<file path="config.mk">
export PLATFORM = sky130hd
export DESIGN_NAME = rmad_raster
export DESIGN_NICKNAME = d
export VERILOG_FILES = /design/src/hdl/rmad_pkg.sv /design/src/hdl/rmad_raster.sv
export SDC_FILE = /design/constraint.sdc
export NUM_CORES = 1
export LEC_CHECK = 0
export BUFFER_PORTS_ARGS = -buffer_cell sky130_fd_sc_hd__buf_4
export CORE_MARGIN = 2
export CORE_UTILIZATION = 25
export DETAILED_ROUTE_END_ITERATION = 6
export PLACE_DENSITY_LB_ADDON = 0.08
export SLEW_MARGIN = 10
export SYNTH_ARGS = -nofsm -noshare
export SYNTH_HDL_FRONTEND = slang
export SYNTH_SLANG_ARGS = --single-unit
</file>
<file path="constraint.sdc">
create_clock -name clock -period 6.4 [get_ports clock]
set_input_delay 1.28 -clock clock [delete_from_list [all_inputs] [get_ports clock]]
set_output_delay 1.28 -clock clock [all_outputs]
set_load 0.03 [all_outputs]
</file>
<file path="src/hdl/rmad_pkg.sv">
// Shared types, constants and the luma function for the mono dither block.
package rmad_pkg;

   localparam int CSR_DATA_WIDTH  = 10;
   localparam int CSR_INDEX_WIDTH = 2;

   localparam logic [CSR_INDEX_WIDTH-1:0] REG_IMAGE_WIDTH  = 2'd0;
   localparam logic [CSR_INDEX_WIDTH-1:0] REG_IMAGE_HEIGHT = 2'd1;

   localparam logic [CSR_DATA_WIDTH-1:0] DIM_RESET = 10'd200;

   localparam logic [7:0] LUMA_R = 8'd77;
   localparam logic [7:0] LUMA_G = 8'd150;
   localparam logic [7:0] LUMA_B = 8'd29;

   localparam logic signed [9:0] THRESHOLD   = 10'sd128;
   localparam logic signed [9:0] WHITE_LEVEL = 10'sd255;

   // one error store entry: complete error for the next row, share for the row after
   typedef struct packed {
      logic signed [6:0] nre;
      logic signed [4:0] sre;
   } err_entry_type;

   // geometry flags of one pixel position
   typedef struct packed {
      logic last_col;
      logic last;
      logic right1;
      logic right2;
      logic below1;
      logic below2;
   } geo_flags_type;

   function automatic logic [7:0] luma_of(input logic [7:0] r, input logic [7:0] g,
                                          input logic [7:0] b);
      logic [17:0] sum;
      sum = 18'(LUMA_R) * 18'(r) + 18'(LUMA_G) * 18'(g) + 18'(LUMA_B) * 18'(b);
      return sum[15:8];
   endfunction

endpackage

</file>
<file path="src/hdl/rmad_raster.sv">
// Geometry registers, raster position counters and per-position flags.
module rmad_raster
   import rmad_pkg::*;
#(
   parameter int MAX_WIDTH  = 512,
   parameter int MAX_HEIGHT = 512,
   parameter int CW         = 9,
   parameter int RW         = 9
) (
   input  logic                       clock,
   input  logic                       reset,
   input  logic                       csr_write_enable,
   input  logic [CSR_INDEX_WIDTH-1:0] csr_index,
   input  logic [CSR_DATA_WIDTH-1:0]  csr_write_data,
   input  logic                       advance,
   output logic [CW-1:0]              pos_x,
   output logic [RW-1:0]              pos_y,
   output geo_flags_type              flags
);

   localparam int WD = $clog2(MAX_WIDTH + 1) + 1;
   localparam int HD = $clog2(MAX_HEIGHT + 1) + 1;

   logic [CSR_DATA_WIDTH-1:0] width_ff, height_ff;
   logic [CW-1:0] col_ff, col_in;
   logic [RW-1:0] row_ff, row_in;
   logic [WD-1:0] w_eff, x1, x2;
   logic [HD-1:0] h_eff, y1, y2;
   logic restart;

   always_comb begin
      if (width_ff == '0) begin
         w_eff = WD'(1);
      end else if (width_ff > MAX_WIDTH) begin
         w_eff = WD'(MAX_WIDTH);
      end else begin
         w_eff = WD'(width_ff);
      end
      if (height_ff == '0) begin
         h_eff = HD'(1);
      end else if (height_ff > MAX_HEIGHT) begin
         h_eff = HD'(MAX_HEIGHT);
      end else begin
         h_eff = HD'(height_ff);
      end
   end

   // geometry shrunk under the counters: start again at the origin
   assign restart = (WD'(col_ff) >= w_eff) || (HD'(row_ff) >= h_eff);
   assign pos_x   = restart ? '0 : col_ff;
   assign pos_y   = restart ? '0 : row_ff;

   assign x1 = WD'(pos_x) + WD'(1);
   assign x2 = WD'(pos_x) + WD'(2);
   assign y1 = HD'(pos_y) + HD'(1);
   assign y2 = HD'(pos_y) + HD'(2);

   always_comb begin
      flags.last_col = (x1 == w_eff);
      flags.last     = (x1 == w_eff) && (y1 == h_eff);
      flags.right1   = (x1 < w_eff);
      flags.right2   = (x2 < w_eff);
      flags.below1   = (y1 < h_eff);
      flags.below2   = (y2 < h_eff);
   end

   always_comb begin
      col_in = col_ff;
      row_in = row_ff;
      if (advance) begin
         if (flags.last_col) begin
            col_in = '0;
            row_in = flags.last ? '0 : RW'(y1);
         end else begin
            col_in = CW'(x1);
            row_in = pos_y;
         end
      end
   end

   always_ff @(posedge clock) begin
      if (reset) begin
         width_ff  <= DIM_RESET;
         height_ff <= DIM_RESET;
         col_ff    <= '0;
         row_ff    <= '0;
      end else begin
         col_ff <= col_in;
         row_ff <= row_in;
         if (csr_write_enable) begin
            unique case (csr_index)
               REG_IMAGE_WIDTH:  width_ff  <= csr_write_data;
               REG_IMAGE_HEIGHT: height_ff <= csr_write_data;
               default: ;
            endcase
         end
      end
   end

endmodule

</file>
# Yosys cells after proc, flatten, opt, wreduce, memory -nomap -nowiden
# Cells that the tools add are included.
# totals
regBits	38
in_bits	16
out_inout_bits	24
word_cells	35
# op_classes
add_sub_neg	4
n_lt_le_gt_ge	8
n_eq_ne	3
muxes	9
reduce_logical	7
# op_table
operator	count
9-bit 2-to-1 mux	5
10-bit by 11-bit less-than comparator with 1-bit output	4
10-bit 2-to-1 mux	4
10-bit by 11-bit == test with 1-bit output	2
9-bit by 11-bit >= comparator with 1-bit output	2
9-bit by 1-bit adder with 10-bit output (second input constant)	2
9-bit by 2-bit adder with 10-bit output (second input constant)	2
10-bit greater-than comparator (second input constant)	2
10-bit logical NOT	2
2-bit AND reduction	2
2-bit by 1-bit == test with 1-bit output (second input constant)	1
2-bit logical NOT	1
1-bit logical AND	1
1-bit logical OR	1

# Depth between registers and ports, before layout
# logic_depth
ltp_word	11
mapped_depth	26
depth_no_buf	23

# Worst setup path before layout
# OpenSTA, ideal clock, no wires.
# synth_path
path_kind	reg-to-output
from	register height_ff[1]
to	output port flags[4] (netlist bit)
t_arrival_ps	4940
required_time_ps	5120
slack_ps	180
path_stages_with_launch	22
path_buffers	2
path_cell_list	dfxtp_1 -> nor4_1 -> a21oi_1 -> nor2_1 -> ha_1 -> nand2b_1 -> a21o_1 -> a21oi_1 -> o21a_1 -> buf_2 -> nand2_1 -> clkbuf_1 -> nor2_1 -> ha_1 -> and3_1 -> nand3_1 -> xor2_1 -> nor2_1 -> ha_1 -> nand3_2 -> nor3_2 -> and2_1
# synth_rtl
item	line_no	text
start: declaration	rmad_raster.sv:24	logic [CSR_DATA_WIDTH-1:0] width_ff, height_ff;
start signal: assignment	rmad_raster.sv:93	REG_IMAGE_HEIGHT: height_ff <= csr_write_data;
end: declaration	rmad_raster.sv:18	output geo_flags_type flags

==> flow_summary.yaml <==
worst_setup_path:
  crit_path_max_incr_delay_ns: 0.33
  rr_worst_depth: 22
  crit_type: "reg2out"
  cp.arrival_ns: 4.76
  critPathSlowestCell: "nor4_1"
  cp-start-kind: "register"
  crit_path_end_kind: "output port"
  r2r_slack_ns: 1.12
  cpMostUsedCell: "ha_1"
  crit_fanout: 28
  worstPathRequired_ns: 5.12
  r2r_start: "height_ff[5]$_SDFFE_PP0P_"
  crit_chain: "nor4_1 > a21oi_1 > nor2_2 > ha_1 > nand2b_1 > a21o_1 > a21oi_1 > o21a_1 > buf_6 > and3_1 > ha_1 > and3_1 > nand2_1 > xor2_1 > nor2_1 > ha_1 > nand3_2 > nor3_4 > and2_1 > buf_4"
  r2r_end: "row_ff[4]$_SDFFE_PP0P_"
timing:
  hold_viol_final: 0
  worst_pin_slew_ns: 1.01
  relSlewSlack: 0.325
  setup_viol: 0
  min_period_ns: 6.04
  fin_worst_skew_ns: 0.00422
  rsz0062_at_grt: "no"
  final.period_utilization: 0.944
  finalSetupTns_ns: 0
  whs_ns: 0.460
  drv_slew: 0
  max_freq_ghz: 0.165
clock_tree:
  holdBufCountCts: 0
  cts_made_buffers: 5
  cts_sinks: 38
  htreeDepth: 2
  clock_path_buffers: 2
  cts_tree: "done"
  clk_transition_reported_paths_ns: 0.05
  clkLatencyLatePin_ns: 0.29
  clockRootBuffer: "clkbuf_16"
drt:
  routedWlPerCell_um: 17.4
  drc: 0
  dr.pass1.iters: 4
  drt_wl_total_um: 12400
  drt-initial-drc-count: 208
  antenna_left: 0
  vias: 3573
  via_per_inst: 5.01
global_routing:
  grt_usage: 0.162
  grt_max_degree: 36
  overflow: 0
  grt_pass1_vias: 3660
  grt_first_pass_wirelength_um: 20300
  antenna_found_initial: 0
power_and_ir_drop:
  p_per_area_nw_per_um2: 133
  totalPowerFinal_uw: 588
  vdd_ir_drop_max_mv: 0.0783
  leakage_nw: 2.01
worst_hold_path:
  hp-class: "reg2reg"
  hold_path_depth: 2
  worst_hold_startpoint: "height_ff[0]$_SDFFE_PP0P_"
  hold_path_end: "height_ff[0]$_SDFFE_PP0P_"
logic_synthesis:
  ys_types: 55
  syn-num-nets: 573
  synth_ff_type: "dfxtp_1"
  syn_area_um2: 3770
  yosys.area.top_type: "ha_1"
  yosysWarningCount: 0
  async_flop_share: 0
  synth_area_leaders: "ha_1 20%, dfxtp_1 20%, nand2_1 8.0%"
  ys_ff_latch: 38
  ys_seq_area_frac: 0.202
  synth_edf_count: 0
  syn-instance-count: 496
  synth.avg_cell_area_um2: 7.60
  yosysTopAreaCellShare: 0.202
layout:
  drive_above_1_share: 0.134
  multi_input_area_um2: 2830
  fillers: 1631
  area_delta_synth_final_pct: 16.9
  fin_nets: 606
  diodes: 0
  post-route-cell-area_um2: 4410
  register_area_um2: 761
placed_design:
  hpwl_um: 9880
  routabilityCongestion: 0.774
  placed_area_um2: 4240
  io_buffers: 39
floorplan:
  io_pins: 40
  die_w_um: 127
  die_h_um: 127
  coreArea_um2: 14600
  start_util: 0.257
  rows: 44
  die_area_um2: 16100
job:
  drv_cap: 0
status:
  outcome: "finished, final reports clean"
worst max-delay path: cells and delay by family, from the launching register on:
kind | cells | cell delay (ns)
DFF | 1 | 0.32
xor gates and xnor gates | 1 | 0.21
AOI/OAI and AO/OA | 4 | 0.67
buffers and inverters | 2 | 0.40
adders and majority gates | 3 | 0.84
and+or+nand+nor | 10 | 2.02
cells in the mapped netlist (2+ instances only):
| master | number |
|---|---|
| nor2b_1 | 4 |
| ha_1 | 61 |
| inv_1 | 8 |
| nor2_1 | 38 |
| dfxtp_1 | 38 |
| nand3_1 | 27 |
| nor4_1 | 7 |
| o21a_1 | 9 |
| o21ai_0 | 6 |
| o21ai_1 | 6 |
| xor2_1 | 16 |
| and2_1 | 4 |
| nor4b_1 | 4 |
| buf_2 | 3 |
| nand2_1 | 80 |
| a211oi_1 | 5 |
| a31oi_1 | 6 |
| and3_1 | 23 |
| o221ai_1 | 5 |
| buf_1 | 4 |
| a21o_1 | 10 |
| o31ai_1 | 4 |
| nand2b_1 | 13 |
| nand3b_1 | 3 |
| clkbuf_8 | 3 |
| o22ai_1 | 3 |
| a22o_1 | 2 |
| clkbuf_1 | 16 |
| xnor2_1 | 11 |
| o211ai_1 | 4 |
| nand4_1 | 6 |
| a21oi_1 | 36 |
| nor3_1 | 6 |
| nor3b_1 | 4 |
per-layer routing:
| layer | vias to the layer above | share of wire | track usage |
|---|---|---|---|
| li1 | 1838 | - | - |
| met1 | 1676 | 0.48 | 0.216 |
| met2 | 46 | 0.48 | 0.271 |
| met3 | 13 | 0.025 | 0.0245 |
| met4 | 0 | 0.014 | 0.0452 |
| met5 | - | 0 | 0 |
worst max path at each step:
| stage | start | endpoint | slack (ns) |
|---|---|---|---|
| CTS | height_ff[5]$_SDFFE_PP0P_ | flags[4] | 0.11 |
| global placement | height_ff[5]$_SDFFE_PP0P_ | flags[4] | 0.48 |
| detailed placement | height_ff[5]$_SDFFE_PP0P_ | flags[4] | 0.43 |
| global route | width_ff[9]$_SDFFE_PP0P_ | flags[1] | 0.01 |
| floorplan | height_ff[1]$_SDFFE_PP0P_ | flags[4] | 0.18 |
| finish | height_ff[5]$_SDFFE_PP0P_ | flags[4] | 0.36 |
state kept, by name, summed over array words and instances, names as in the netlist:
register   count
col_ff         9
height_ff     10
row_ff         9
width_ff      10
stage by stage:
stage / std cells / setup slack, ns / utilization
final: 713 / 0.355 / 0.301
after global routing: 713 / 0.0138 / 0.301
after CTS: 711 / 0.108 / 0.299
after detailed placement: 704 / 0.434 / 0.290
after global placement: 704 / 0.481 / 0.290
after floorplan: 496 / 0.180 / -
where the power goes:
| part | leakage [nW] | internal, mW | switching (mW) |
|---|---|---|---|
| Combinational | 1.63 | 0.0390 | 0.0572 |
| Sequential | 0.308 | 0.243 | 0.00608 |
| Clock | 0.0640 | 0.143 | 0.0998 |
| Total | 2.01 | 0.425 | 0.163 |
repair_timing:
| item | in CTS | in global routing |
|---|---|---|
| endpoints found under the setup margin | 0 | 5 |
| buffers inserted | 0 | 2 |
| gates resized for setup | 0 | 5 |
placed cells by master (no fill, tap or decap), drive strengths merged, types with 5 or more instances in the layout:
cell,instances
xor2,16
o221ai,5
a21oi,36
xnor2,11
nand2,80
nor4,7
dfxtp,38
a31oi,6
nor2,38
nand3,29
a211oi,5
nand2b,13
nor3,7
o21ai,12
inv,9
a21o,10
and3,23
nand4,6
and2,5
clkbuf,7
o21a,9
buf,54
ha,61
final cells by class:
type	count	share of cell area
tap	184	0.0522
multi-input combinational	420	0.643
sequential	38	0.173
timing repair buffer	54	0.0928
inverter	10	0.00937
clock buffer	7	0.0301
cells by family after synthesis:
kind of cell,Yosys count,share of synthesized area
buf+inv,38,0.0498
flops,38,0.202
xor+xnor,27,0.0627
compound gates,102,0.173
fa+ha+maj,61,0.202
simple gates,230,0.311
(Power assumes the default switching activity.)
