File: src/hdl/rmad_pkg.sv
// Shared types, constants and the luma function for the mono dither block.
package rmad_pkg;

   localparam int CSR_DATA_WIDTH  = 10;
   localparam int CSR_INDEX_WIDTH = 2;

   localparam logic [CSR_INDEX_WIDTH-1:0] REG_IMAGE_WIDTH  = 2'd0;
   localparam logic [CSR_INDEX_WIDTH-1:0] REG_IMAGE_HEIGHT = 2'd1;

   localparam logic [CSR_DATA_WIDTH-1:0] DIM_RESET = 10'd200;

   localparam logic [7:0] LUMA_R = 8'd77;
   localparam logic [7:0] LUMA_G = 8'd150;
   localparam logic [7:0] LUMA_B = 8'd29;

   localparam logic signed [9:0] THRESHOLD   = 10'sd128;
   localparam logic signed [9:0] WHITE_LEVEL = 10'sd255;

   // one error store entry: complete error for the next row, share for the row after
   typedef struct packed {
      logic signed [6:0] nre;
      logic signed [4:0] sre;
   } err_entry_type;

   // geometry flags of one pixel position
   typedef struct packed {
      logic last_col;
      logic last;
      logic right1;
      logic right2;
      logic below1;
      logic below2;
   } geo_flags_type;

   function automatic logic [7:0] luma_of(input logic [7:0] r, input logic [7:0] g,
                                          input logic [7:0] b);
      logic [17:0] sum;
      sum = 18'(LUMA_R) * 18'(r) + 18'(LUMA_G) * 18'(g) + 18'(LUMA_B) * 18'(b);
      return sum[15:8];
   endfunction

endpackage

File: src/hdl/rmad_diffuse.sv
// Threshold and Atkinson error split; holds the in-row error registers.
module rmad_diffuse
   import rmad_pkg::*;
(
   input  logic          clock,
   input  logic          reset,
   input  logic          fire,
   input  logic          x_zero,
   input  geo_flags_type flags,
   input  logic [7:0]    luma,
   input  err_entry_type rd_entry,
   output logic          white,
   output err_entry_type wr_left,
   output err_entry_type wr_here
);

   logic signed [5:0] pr1_ff, pr1_in, pr1_use;
   logic signed [4:0] pr2_ff, pr2_in, pr2_use;
   logic signed [4:0] pd1_ff, pd1_use;
   logic signed [4:0] pd2_ff, pd2_use;
   logic signed [4:0] sec_prev_ff;
   logic signed [9:0] val;
   logic signed [8:0] err, bias, dq;
   logic signed [4:0] d;

   // row start: the in-row registers are zero by definition
   assign pr1_use = x_zero ? '0 : pr1_ff;
   assign pr2_use = x_zero ? '0 : pr2_ff;
   assign pd1_use = x_zero ? '0 : pd1_ff;
   assign pd2_use = x_zero ? '0 : pd2_ff;

   always_comb begin
      val   = $signed({2'b00, luma}) + 10'(rd_entry.nre) + 10'(pr1_use);
      white = (val >= THRESHOLD);
      err   = white ? 9'(val - WHITE_LEVEL) : 9'(val);
      // divide by eight, truncating toward zero
      bias  = err[8] ? 9'sd7 : 9'sd0;
      dq    = (err + bias) >>> 3;
      d     = 5'(dq);

      pr1_in = flags.right1 ? 6'(pr2_use) + 6'(d) : '0;
      pr2_in = flags.right2 ? d : '0;

      wr_left.nre = flags.below1 ?
                    7'(pd2_use) + 7'(pd1_use) + 7'(d) + 7'(sec_prev_ff) : '0;
      wr_left.sre = flags.below2 ? pd1_use : '0;
      wr_here.nre = flags.below1 ? 7'(pd1_use) + 7'(d) + 7'(rd_entry.sre) : '0;
      wr_here.sre = flags.below2 ? d : '0;
   end

   always_ff @(posedge clock) begin
      if (reset) begin
         pr1_ff      <= '0;
         pr2_ff      <= '0;
         pd1_ff      <= '0;
         pd2_ff      <= '0;
         sec_prev_ff <= '0;
      end else if (fire) begin
         pr1_ff      <= pr1_in;
         pr2_ff      <= pr2_in;
         pd2_ff      <= pd1_use;
         pd1_ff      <= d;
         sec_prev_ff <= rd_entry.sre;
      end
   end

endmodule

File: config.mk
export PLATFORM = sky130hd
export DESIGN_NAME = rmad_diffuse
export DESIGN_NICKNAME = d
export VERILOG_FILES = /design/src/hdl/rmad_pkg.sv /design/src/hdl/rmad_diffuse.sv
export SDC_FILE = /design/constraint.sdc
export NUM_CORES = 1
export LEC_CHECK = 0
export BUFFER_PORTS_ARGS = -buffer_cell sky130_fd_sc_hd__buf_4
export CAP_MARGIN = 20
export CELL_PAD_IN_SITES_DETAIL_PLACEMENT = 1
export CELL_PAD_IN_SITES_GLOBAL_PLACEMENT = 1
export CORE_ASPECT_RATIO = 1.2
export CORE_MARGIN = 2
export CORE_UTILIZATION = 39
export DETAILED_ROUTE_END_ITERATION = 10
export PLACE_DENSITY = 0.8
export SLEW_MARGIN = 20
export SYNTH_ARGS = -nofsm -noshare
export SYNTH_HDL_FRONTEND = slang
export SYNTH_SLANG_ARGS = --single-unit
File: constraint.sdc
create_clock -name clock -period 9.5 [get_ports clock]
set_input_delay 1.425 -clock clock [delete_from_list [all_inputs] [get_ports clock]]
set_output_delay 1.425 -clock clock [all_outputs]
set_load 0.01 [all_outputs]
=== After elaboration in Yosys (flattened, before gate mapping) ===
Index checks and enable logic that the tools add are counted.

* Bits in registers: 26
* Bits in latches: 0
* RAM bits: 0
* ROM bits: 0
* Input port bits: 30
* Output and inout port bits: 25
* Word-level logic and storage cells: 28
* Memories kept: 0

* Add/subtract/negate cells: 10
* Multipliers: 0
* Divide/modulo/power cells: 0
* $lt $le $gt $ge: 1
* Eq/ne operators: 0
* Shift-type cells: 0
* Muxes and demuxes: 12
* Bitwise logic cells: 0
* Reduce and logical (&&, ||, !) cells: 0

{| class="wikitable"
|+ Operators with widths
! operator !! count
|-
| $mux 5 || 6
|-
| $add 5x5->6 || 3
|-
| $add 6x5->7 || 2
|-
| $mux 7 || 2
|-
| $mux 6 || 2
|-
| $add 10x6->10 || 1
|-
| $add 9x7->10 || 1
|-
| $ge 10x9->1 const B || 1
|-
| $mux 9 || 1
|-
| $sub 9x9->9 const B || 1
|-
| $add 8x4->8 || 1
|-
| $add 7x7->7 || 1
|-
| $mux 3 || 1
|}

=== Depth between registers and ports, before layout ===
Gate-level depths: netlist (run 1).

* Depth in word-level cells: 9
* Mapped depth: 32

=== Least setup slack after synthesis (run 1) ===
OpenSTA, ideal clock, no wires.

* Kind: in2out
* Start: input port x_zero
* End: output port wr_left[11] (netlist bit)
* Arrival: 7,858 ps
* Required time: 8,075 ps
* Setup slack: 217 ps
* Cell stages on the path: 29
* Cell sequence: clkbuf_1 > clkbuf_1 > nand2b_1 > fa_1 > inv_1 > ha_1 > inv_1 > fa_1 > nand2b_1 > a21oi_2 > xor2_1 > a31o_2 > o21ai_0 > a32o_1 > ha_1 > o21ai_0 > nand2b_1 > nand2_1 > a2111oi_4 > o22ai_2 > nor4_4 > xor2_1 > fa_1 > ha_1 > inv_1 > o21bai_1 > a21oi_1 > xnor2_1 > and2_1

{| class="wikitable"
|+ RTL lines
! what !! line !! text
|-
| start: declaration || rmad_diffuse.sv:8 || <nowiki>input logic x_zero,</nowiki>
|-
| end: declaration || rmad_diffuse.sv:13 || <nowiki>output err_entry_type wr_left,</nowiki>
|}

==> run summary, run 1 <==
ROUTE
-------------------------------------------------------------------------------------
Detailed-route wire length per cell                                           17.2 um
Vias after detailed routing                                                      2826
Routed length on met2                                                         5050 um
Starting DRT DRC Count                                                             37
Met1 routed wirelength after detailed routing                                 3430 um
Routed wire length                                                            8910 um
Total met3 wirelength after detailed routing                                   212 um
# DRC                                                                               0
Highest metal layer used by the detailed router                                  met4
Mean number of vias per cell                                                     5.46
First-pass iteration count of the detailed router                                   4
Count of nets left with antenna violations after detail routing                     0

POWER
-------------------------------------------------------------------------------------
Max VDD drop                                                                 0.272 mV
Ratio of total power to cell area                                         316 nW/um^2
Leakage Power                                                                 1.79 nW

LOGIC SYNTHESIS
-------------------------------------------------------------------------------------
Sequential fraction of the synthesis area                                       0.164
Register bit total from synthesis                                                  26
Cell area after synthesis                                                   3170 um^2
Synth top area share                                                            0.177
Post-synth net total                                                              447
Instance count of the mapped netlist                                              361
Dominant register cell in the synthesized netlist                             dfxtp_1
Number of warnings issued by yosys                                                  0
Mean cell area of the mapped netlist                                        8.78 um^2
Number of enable-type register cells in the synthesized netlist                     0
Count of distinct cell types in the synthesized netlist                            52
Leading area contributor after synthesis                                         fa_1
Dominant cells by area after synthesis                                   fa_1 (18%), dfxtp_1 (16%), ha_1 (11%), nor2b_1 (4.7%), and2_1 (4.1%)
FFs w/ async S/R, synth                                                             0

CELLS AND AREA
-------------------------------------------------------------------------------------
Final design instance area without fill                                     3950 um^2
Number of nets in the layout                                                      510
Most frequent standard cell in the layout excluding fill and tap cells          buf_4
Commonest non-fill, non-tap cells in the layout                          buf_4 (67), inv_1 (33), nor2_1 (29)
Area Growth Syn to Fin                                                          24.5%
ANT cells                                                                           0
Share of cells above drive strength 1                                           0.262

CLOCK NETWORK
-------------------------------------------------------------------------------------
TritonCTS Buffers                                                                   3
CTS Root Buffer Type                                                         clkbuf_8
CTS HTree Levels                                                                    1
Clk buf depth                                                                       2
Sinks on the clock net                                                             26
CTS hold repair buffers                                                             0
Worst-skew pair later-pin latency                                             0.28 ns
CTS tree                                                                         done
Clock-pin transition on the worst setup and hold timing paths                 0.10 ns

WORST SETUP PATH
-------------------------------------------------------------------------------------
Worst Setup Start Kind                                                      input pin
Critical path capture point type                                         primary output
Slowest stage cell, crit path                                                    fa_1
End of the worst register-to-register path                               pr1_ff[4]$_SDFFE_PP0P_
Launch instance of the worst register-to-register path                   pr1_ff[1]$_SDFFE_PP0P_
Largest incremental delay on the critical path                                0.49 ns
Critical path required time                                                   8.08 ns
Type of the worst setup path                                             input pin to primary output
Flop-to-flop setup slack                                                      3.41 ns
Crit path arrival time                                                        7.83 ns
Crit-path most repeated cell                                                    buf_4
Worst Reg-to-Reg Cells                                                             31
Critical-path maximum fanout                                                        9

FLOORPLANNING
-------------------------------------------------------------------------------------
Starting utilization of the core area                                           0.395
Overall die width                                                             86.3 um
Die extent in y                                                                103 um
IO Pins                                                                            55
Die Outline Area                                                            8870 um^2
Std-Cell Core Area                                                          8020 um^2
Placement Rows                                                                     36

HOLD PATH
-------------------------------------------------------------------------------------
End point of the worst hold path                                         pr1_ff[2]$_SDFFE_PP0P_
Count of cells along the worst hold path                                            2
Type of the most critical hold path                                      flop to flop
Min-delay src                                                            pr1_ff[2]$_SDFFE_PP0P_

PLACED DESIGN
-------------------------------------------------------------------------------------
Dpl cell area                                                               3720 um^2
Number of input and output port buffers inserted                                   52
Placed wire-length estimate after detailed placement                          6930 um
Gp weighted congestion                                                          0.905
Pre-CTS worst setup slack                                                  0.00598 ns

STA
-------------------------------------------------------------------------------------
Final Hold Vio Count                                                                0
Clock period minus worst slack                                                9.26 ns
Setup TNS after final layout                                                     0 ns
Clock tree skew after final layout                                         0.00805 ns
Worst-margin pin slew                                                        0.698 ns
Period utilisation layout                                                       0.974
Unrepaired setup endpoints after global routing                                   yes
Minimum setup slack in the final design                                      0.243 ns
Count of final setup violators                                                      0
Max frequency                                                                 108 MHz
Slew Limit Headroom                                                             0.533
Max-slew violation count                                                            0

GRT
-------------------------------------------------------------------------------------
Maximum number of pins on one net before global-route repair                       36
Number of antenna violations at the first check in global routing                   0
Total global-route track usage                                                  0.200
Via count of the first global-routing pass                                       3074
First-pass GRT wire length                                                   14300 um
Residual overflow from global routing                                               0

RUN
-------------------------------------------------------------------------------------
Number of max-cap violations                                                        0

STATUS
-------------------------------------------------------------------------------------
Status                                                                   complete, no violations

==> timing repair <==
| action | 4_1_cts | 5_1_grt |
|---|---|---|
| endpoints found under the setup margin | 1 | 6 |
| setup buffers | 0 | 5 |
| pin swaps | 0 | 7 |
| gates resized for setup | 1 | 27 |
==> routing by layer <==
metal	vias up	GRT usage
li1	1346	-
met1	1414	0.214
met2	50	0.404
met3	16	0.0160
met4	0	0.0697
met5	-	0
==> state kept, by name, summed over array words and instances (netlist names) <==
signal       cells
pd1_ff           5
pr2_ff           5
sec_prev_ff      5
pd2_ff           5
pr1_ff           6
==> area by class of cell <==
cell class              instances  area [um^2]
flip-flops and latches         26          520
well taps                      95          119
fillers                       956         4070
multi-input cells             292         2610
inverters                      33          124
repair buffers                 68          514
clock buffers                   4         55.1
==> worst max path at each step <==
stage | from | endpoint | cells after the start
2_1_floorplan | x_zero | wr_left[11] | 29
3_3_place_gp | x_zero | wr_left[11] | 29
4_1_cts | x_zero | wr_left[11] | 29
3_5_place_dp | x_zero | wr_left[11] | 29
5_1_grt | x_zero | wr_left[11] | 30
6_report | x_zero | wr_here[10] | 32
==> cells in the mapped netlist (3+ instances only) <==
master,n
o21ai_0,7
ha_1,28
clkbuf_1,8
a21oi_1,22
nand3_1,6
a21o_1,4
o22ai_1,4
nor3b_1,7
nand2_1,8
nor2_1,31
o211ai_1,4
inv_1,33
xnor2_1,15
nor2b_1,24
xor2_1,9
mux2i_1,10
fa_1,28
dfxtp_1,26
nand2b_1,17
o32ai_1,3
nor3_1,10
and2_1,21
==> stage by stage <==
stage,cells,hold slack (ns),util,power [mW]
after floorplan,361,0.441,-,0.748
after global placement,509,0.452,0.464,1.04
after detailed placement,509,0.465,0.464,1.08
after CTS,513,0.481,0.472,1.18
after global routing,518,0.495,0.492,1.36
final,518,0.478,0.492,1.25
==> critical path, delay by kind of cell <==
family / cells / cell delay (ns)
AND/OR/NAND/NOR: 8 / 1.30
buffers and inverters: 7 / 0.85
XOR/XNOR: 3 / 0.49
AO/OA/AOI/OAI: 7 / 1.33
adder cells (fa/ha/maj): 7 / 2.43
==> power breakdown <==
part | switching [mW] | internal (mW) | total (mW)
clock network | 0.0400 | 0.0372 | 0.0772
logic | 0.545 | 0.487 | 1.03
registers | 0.00897 | 0.128 | 0.137
==> cell families (layout without fill, tap and decap cells) <==
family / count (synthesis) / after routing / synth area share
xor+xnor: 24 / 24 / 0.0663
compound gates: 67 / 67 / 0.157
simple gates: 135 / 135 / 0.243
buf+inv: 43 / 105 / 0.0509
fa+ha+maj: 56 / 56 / 0.287
mux: 10 / 10 / 0.0316
flops: 26 / 26 / 0.164
Power figures use the tool's default switching activity.
==> run 2: changes to the inputs <==
- ABC_AREA: unset -> 1
- CORE_UTILIZATION: 39 -> 37
- PLACE_DENSITY: 0.8 -> 0.79
==> run 2 against run 1 <==
- maximum frequency rose by 4.6%
- first-iteration DRC count rose by 84%
- clock power fell by 2.6%
- area after synthesis rose by 6.0%
- register-to-register slack improved by 0.75 ns
==> run summary, run 2 <==
STATUS
-------------------------------------------------------------------------------------
Status                                                                   complete, no violations

CLOCK NETWORK
-------------------------------------------------------------------------------------
CTS hold repair buffers                                                             0
CTS Root Buffer Type                                                         clkbuf_8
Sinks on the clock net                                                             26
Worst-skew pair later-pin latency                                             0.28 ns
Clk buf depth                                                                       2
Clock-pin transition on the worst setup and hold timing paths                 0.09 ns
CTS tree                                                                         done
TritonCTS Buffers                                                                   3
CTS HTree Levels                                                                    1

STA
-------------------------------------------------------------------------------------
Worst-margin pin slew                                                        0.569 ns
Setup TNS after final layout                                                     0 ns
Max frequency                                                                 113 MHz
Period utilisation layout                                                       0.932
Clock period minus worst slack                                                8.85 ns
Count of final setup violators                                                      0
Final Hold Vio Count                                                                0
Unrepaired setup endpoints after global routing                                    no
Max-slew violation count                                                            0
Clock tree skew after final layout                                         0.00343 ns
Slew Limit Headroom                                                             0.618

WORST SETUP PATH
-------------------------------------------------------------------------------------
Critical-path maximum fanout                                                       13
Flop-to-flop setup slack                                                      4.16 ns
Slowest stage cell, crit path                                                    fa_1
Largest incremental delay on the critical path                                0.50 ns
Critical path capture point type                                         primary output
Launch instance of the worst register-to-register path                   pr1_ff[1]$_SDFFE_PP0P_
Type of the worst setup path                                             input pin to primary output
Crit path arrival time                                                        7.43 ns
Critical path required time                                                   8.08 ns
Worst Reg-to-Reg Cells                                                             30
Worst Setup Start Kind                                                      input pin
Crit-path most repeated cell                                                    inv_1
End of the worst register-to-register path                               pr1_ff[5]$_SDFFE_PP0P_

CELLS AND AREA
-------------------------------------------------------------------------------------
Share of cells above drive strength 1                                           0.213
Final design instance area without fill                                     3930 um^2
Flip-flop count of the largest register after layout                                6
Number of nets in the layout                                                      618
Area Growth Syn to Fin                                                          17.1%
Share of the core filled with cells                                             0.440
Area taken by flip-flops and latches                                         520 um^2
Commonest non-fill, non-tap cells in the layout                          nand2_1 (93), inv_1 (87), buf_4 (53)
Most frequent standard cell in the layout excluding fill and tap cells        nand2_1
Area occupied by multi-input gates                                          2430 um^2
Number of fill cells                                                             1219
ANT cells                                                                           0
Register bank with the most flops                                              pr1_ff
Number of non-filler instances in the completed layout                            651

ROUTE
-------------------------------------------------------------------------------------
Count of nets left with antenna violations after detail routing                     0
Mean number of vias per cell                                                     4.92
First-pass iteration count of the detailed router                                   4
Starting DRT DRC Count                                                             68
Detailed-route wire length per cell                                           13.7 um
# DRC                                                                               0
Vias after detailed routing                                                      3202
Routed wire length                                                            8890 um

FLOORPLANNING
-------------------------------------------------------------------------------------
IO Pins                                                                            55
Die Outline Area                                                            9860 um^2
Starting utilization of the core area                                           0.376
Std-Cell Core Area                                                          8940 um^2
Die extent in y                                                                108 um
Overall die width                                                             91.0 um
Placement Rows                                                                     38

GRT
-------------------------------------------------------------------------------------
Maximum number of pins on one net before global-route repair                       30
Via count of the first global-routing pass                                       3297
Number of antenna violations at the first check in global routing                   0
Residual overflow from global routing                                               0
Total global-route track usage                                                  0.186
First-pass GRT wire length                                                   14800 um

POWER
-------------------------------------------------------------------------------------
Ratio of total power to cell area                                         323 nW/um^2
Int Pwr                                                                      0.592 mW
Share of total power in sequential cells                                        0.109
Max VDD drop                                                                0.0950 mV
Combinational share of power                                                    0.831
Leakage Power                                                                 2.13 nW
Switching pwr                                                                0.679 mW
Clock network fraction of design power                                          0.059
Switching part of the total                                                     0.534

RUN
-------------------------------------------------------------------------------------
Number of max-cap violations                                                        0

LOGIC SYNTHESIS
-------------------------------------------------------------------------------------
Number of enable-type register cells in the synthesized netlist                     0
Count of distinct cell types in the synthesized netlist                            36
Cell area after synthesis                                                   3360 um^2
Sequential fraction of the synthesis area                                       0.155
Dominant register cell in the synthesized netlist                             dfxtp_1
Mean cell area of the mapped netlist                                        6.97 um^2
FFs w/ async S/R, synth                                                             0
Register bit total from synthesis                                                  26
Instance count of the mapped netlist                                              482
Number of warnings issued by yosys                                                  0
Dominant cells by area after synthesis                                   fa_1 (17%), dfxtp_1 (15%), ha_1 (10%), nand2_1 (10%), inv_1 (9.7%)
Post-synth net total                                                              568
Cell with the most instances after synthesis                                  nand2_1
Leading area contributor after synthesis                                         fa_1
Most used standard cells in the synthesized netlist                      nand2_1 (93), inv_1 (87), nor2_1 (52)
Synth top area share                                                            0.167

PLACED DESIGN
-------------------------------------------------------------------------------------
Placed Cells                                                                      647
Gp weighted congestion                                                          0.790
Dpl cell area                                                               3870 um^2
Placed wire-length estimate after detailed placement                          7650 um
Number of input and output port buffers inserted                                   52

HOLD PATH
-------------------------------------------------------------------------------------
Count of cells along the worst hold path                                            2
End point of the worst hold path                                         pd1_ff[1]$_SDFFE_PP0P_
Type of the most critical hold path                                      flop to flop
Min-delay src                                                            pd1_ff[1]$_SDFFE_PP0P_

run 2: cell types whose count changed in the layout (fill, tap and decap cells not counted), sizes merged, moves of 14 or more:
cell	previous run	this run
o21ai	7	21
nand2	8	120
a21oi	23	38
nor2b	24	0
and2	21	2
nand3	6	27
nor2	31	57
inv	33	95
xnor2	15	1
buf	68	53
nand2b	17	0
run 2: worst max path at each step:
stage | to | startpoint | slack, ns
3_5_place_dp | wr_left[11] | x_zero | 0.59
3_3_place_gp | wr_left[11] | x_zero | 0.81
4_1_cts | wr_left[11] | x_zero | 0.55
2_1_floorplan | wr_left[11] | x_zero | 1.76
5_1_grt | wr_left[11] | x_zero | 0.06
6_report | wr_left[11] | x_zero | 0.65
run 2: what timing repair did:
action,in CTS,in global routing
setup endpoints to repair,0,1
endpoints found under the hold margin,0,0
resized for setup,0,1
setup buffers,0,0
run 2: kinds of logic (layout without fill, tap and decap cells):
logic type	after synthesis	count (layout)	synth area share
adder cells (fa/ha/maj)	56	56	0.271
flip-flops	26	26	0.155
AND/OR/NAND/NOR	220	220	0.327
buffers and inverters	108	157	0.124
AO/OA/AOI/OAI	67	67	0.109
XOR/XNOR	5	5	0.0130
run 2: final cells by class:
type / count / share of cell area
Clock buffer: 4 / 0.0140
Inverter: 100 / 0.0974
Multi-Input combinational cell: 348 / 0.617
Sequential cell: 26 / 0.132
Tap cell: 120 / 0.0382
Timing Repair Buffer: 53 / 0.101
run 2: worst max-delay path, delay by kind of cell:
kind	cells	cell delay [ns]
buffers and inverters	10	1.07
adders and majority gates	6	2.30
xor gates and xnor gates	1	0.17
and+or+nand+nor	15	1.65
AOI/OAI and AO/OA	4	0.84
run 2: layer usage:
layer | vias to the layer above | part of all wire | track usage
met2 | 51 | 0.57 | 0.381
li1 | 1596 | - | -
met5 | - | 0 | 0
met4 | 0 | 0.019 | 0.0628
met3 | 9 | 0.019 | 0.0153
met1 | 1546 | 0.39 | 0.197
run 2: stage by stage:
| step | worst slack, ns | hold WS, ns | power (mW) |
|---|---|---|---|
| global route | 0.0607 | 0.502 | 1.42 |
| finish | 0.649 | 0.471 | 1.27 |
| global placement | 0.811 | 0.452 | 1.15 |
| CTS | 0.547 | 0.474 | 1.28 |
| detailed placement | 0.592 | 0.459 | 1.20 |
| floorplan | 1.76 | 0.445 | 0.869 |
run 2: power by group through the flow:
stage | combinational (mW) | clock (mW) | sequential, mW
floorplan | 0.729 | 0 | 0.139
global placement | 1.01 | 0 | 0.141
detailed placement | 1.06 | 0 | 0.142
CTS | 1.07 | 0.0775 | 0.139
global route | 1.20 | 0.0819 | 0.142
finish | 1.06 | 0.0752 | 0.139
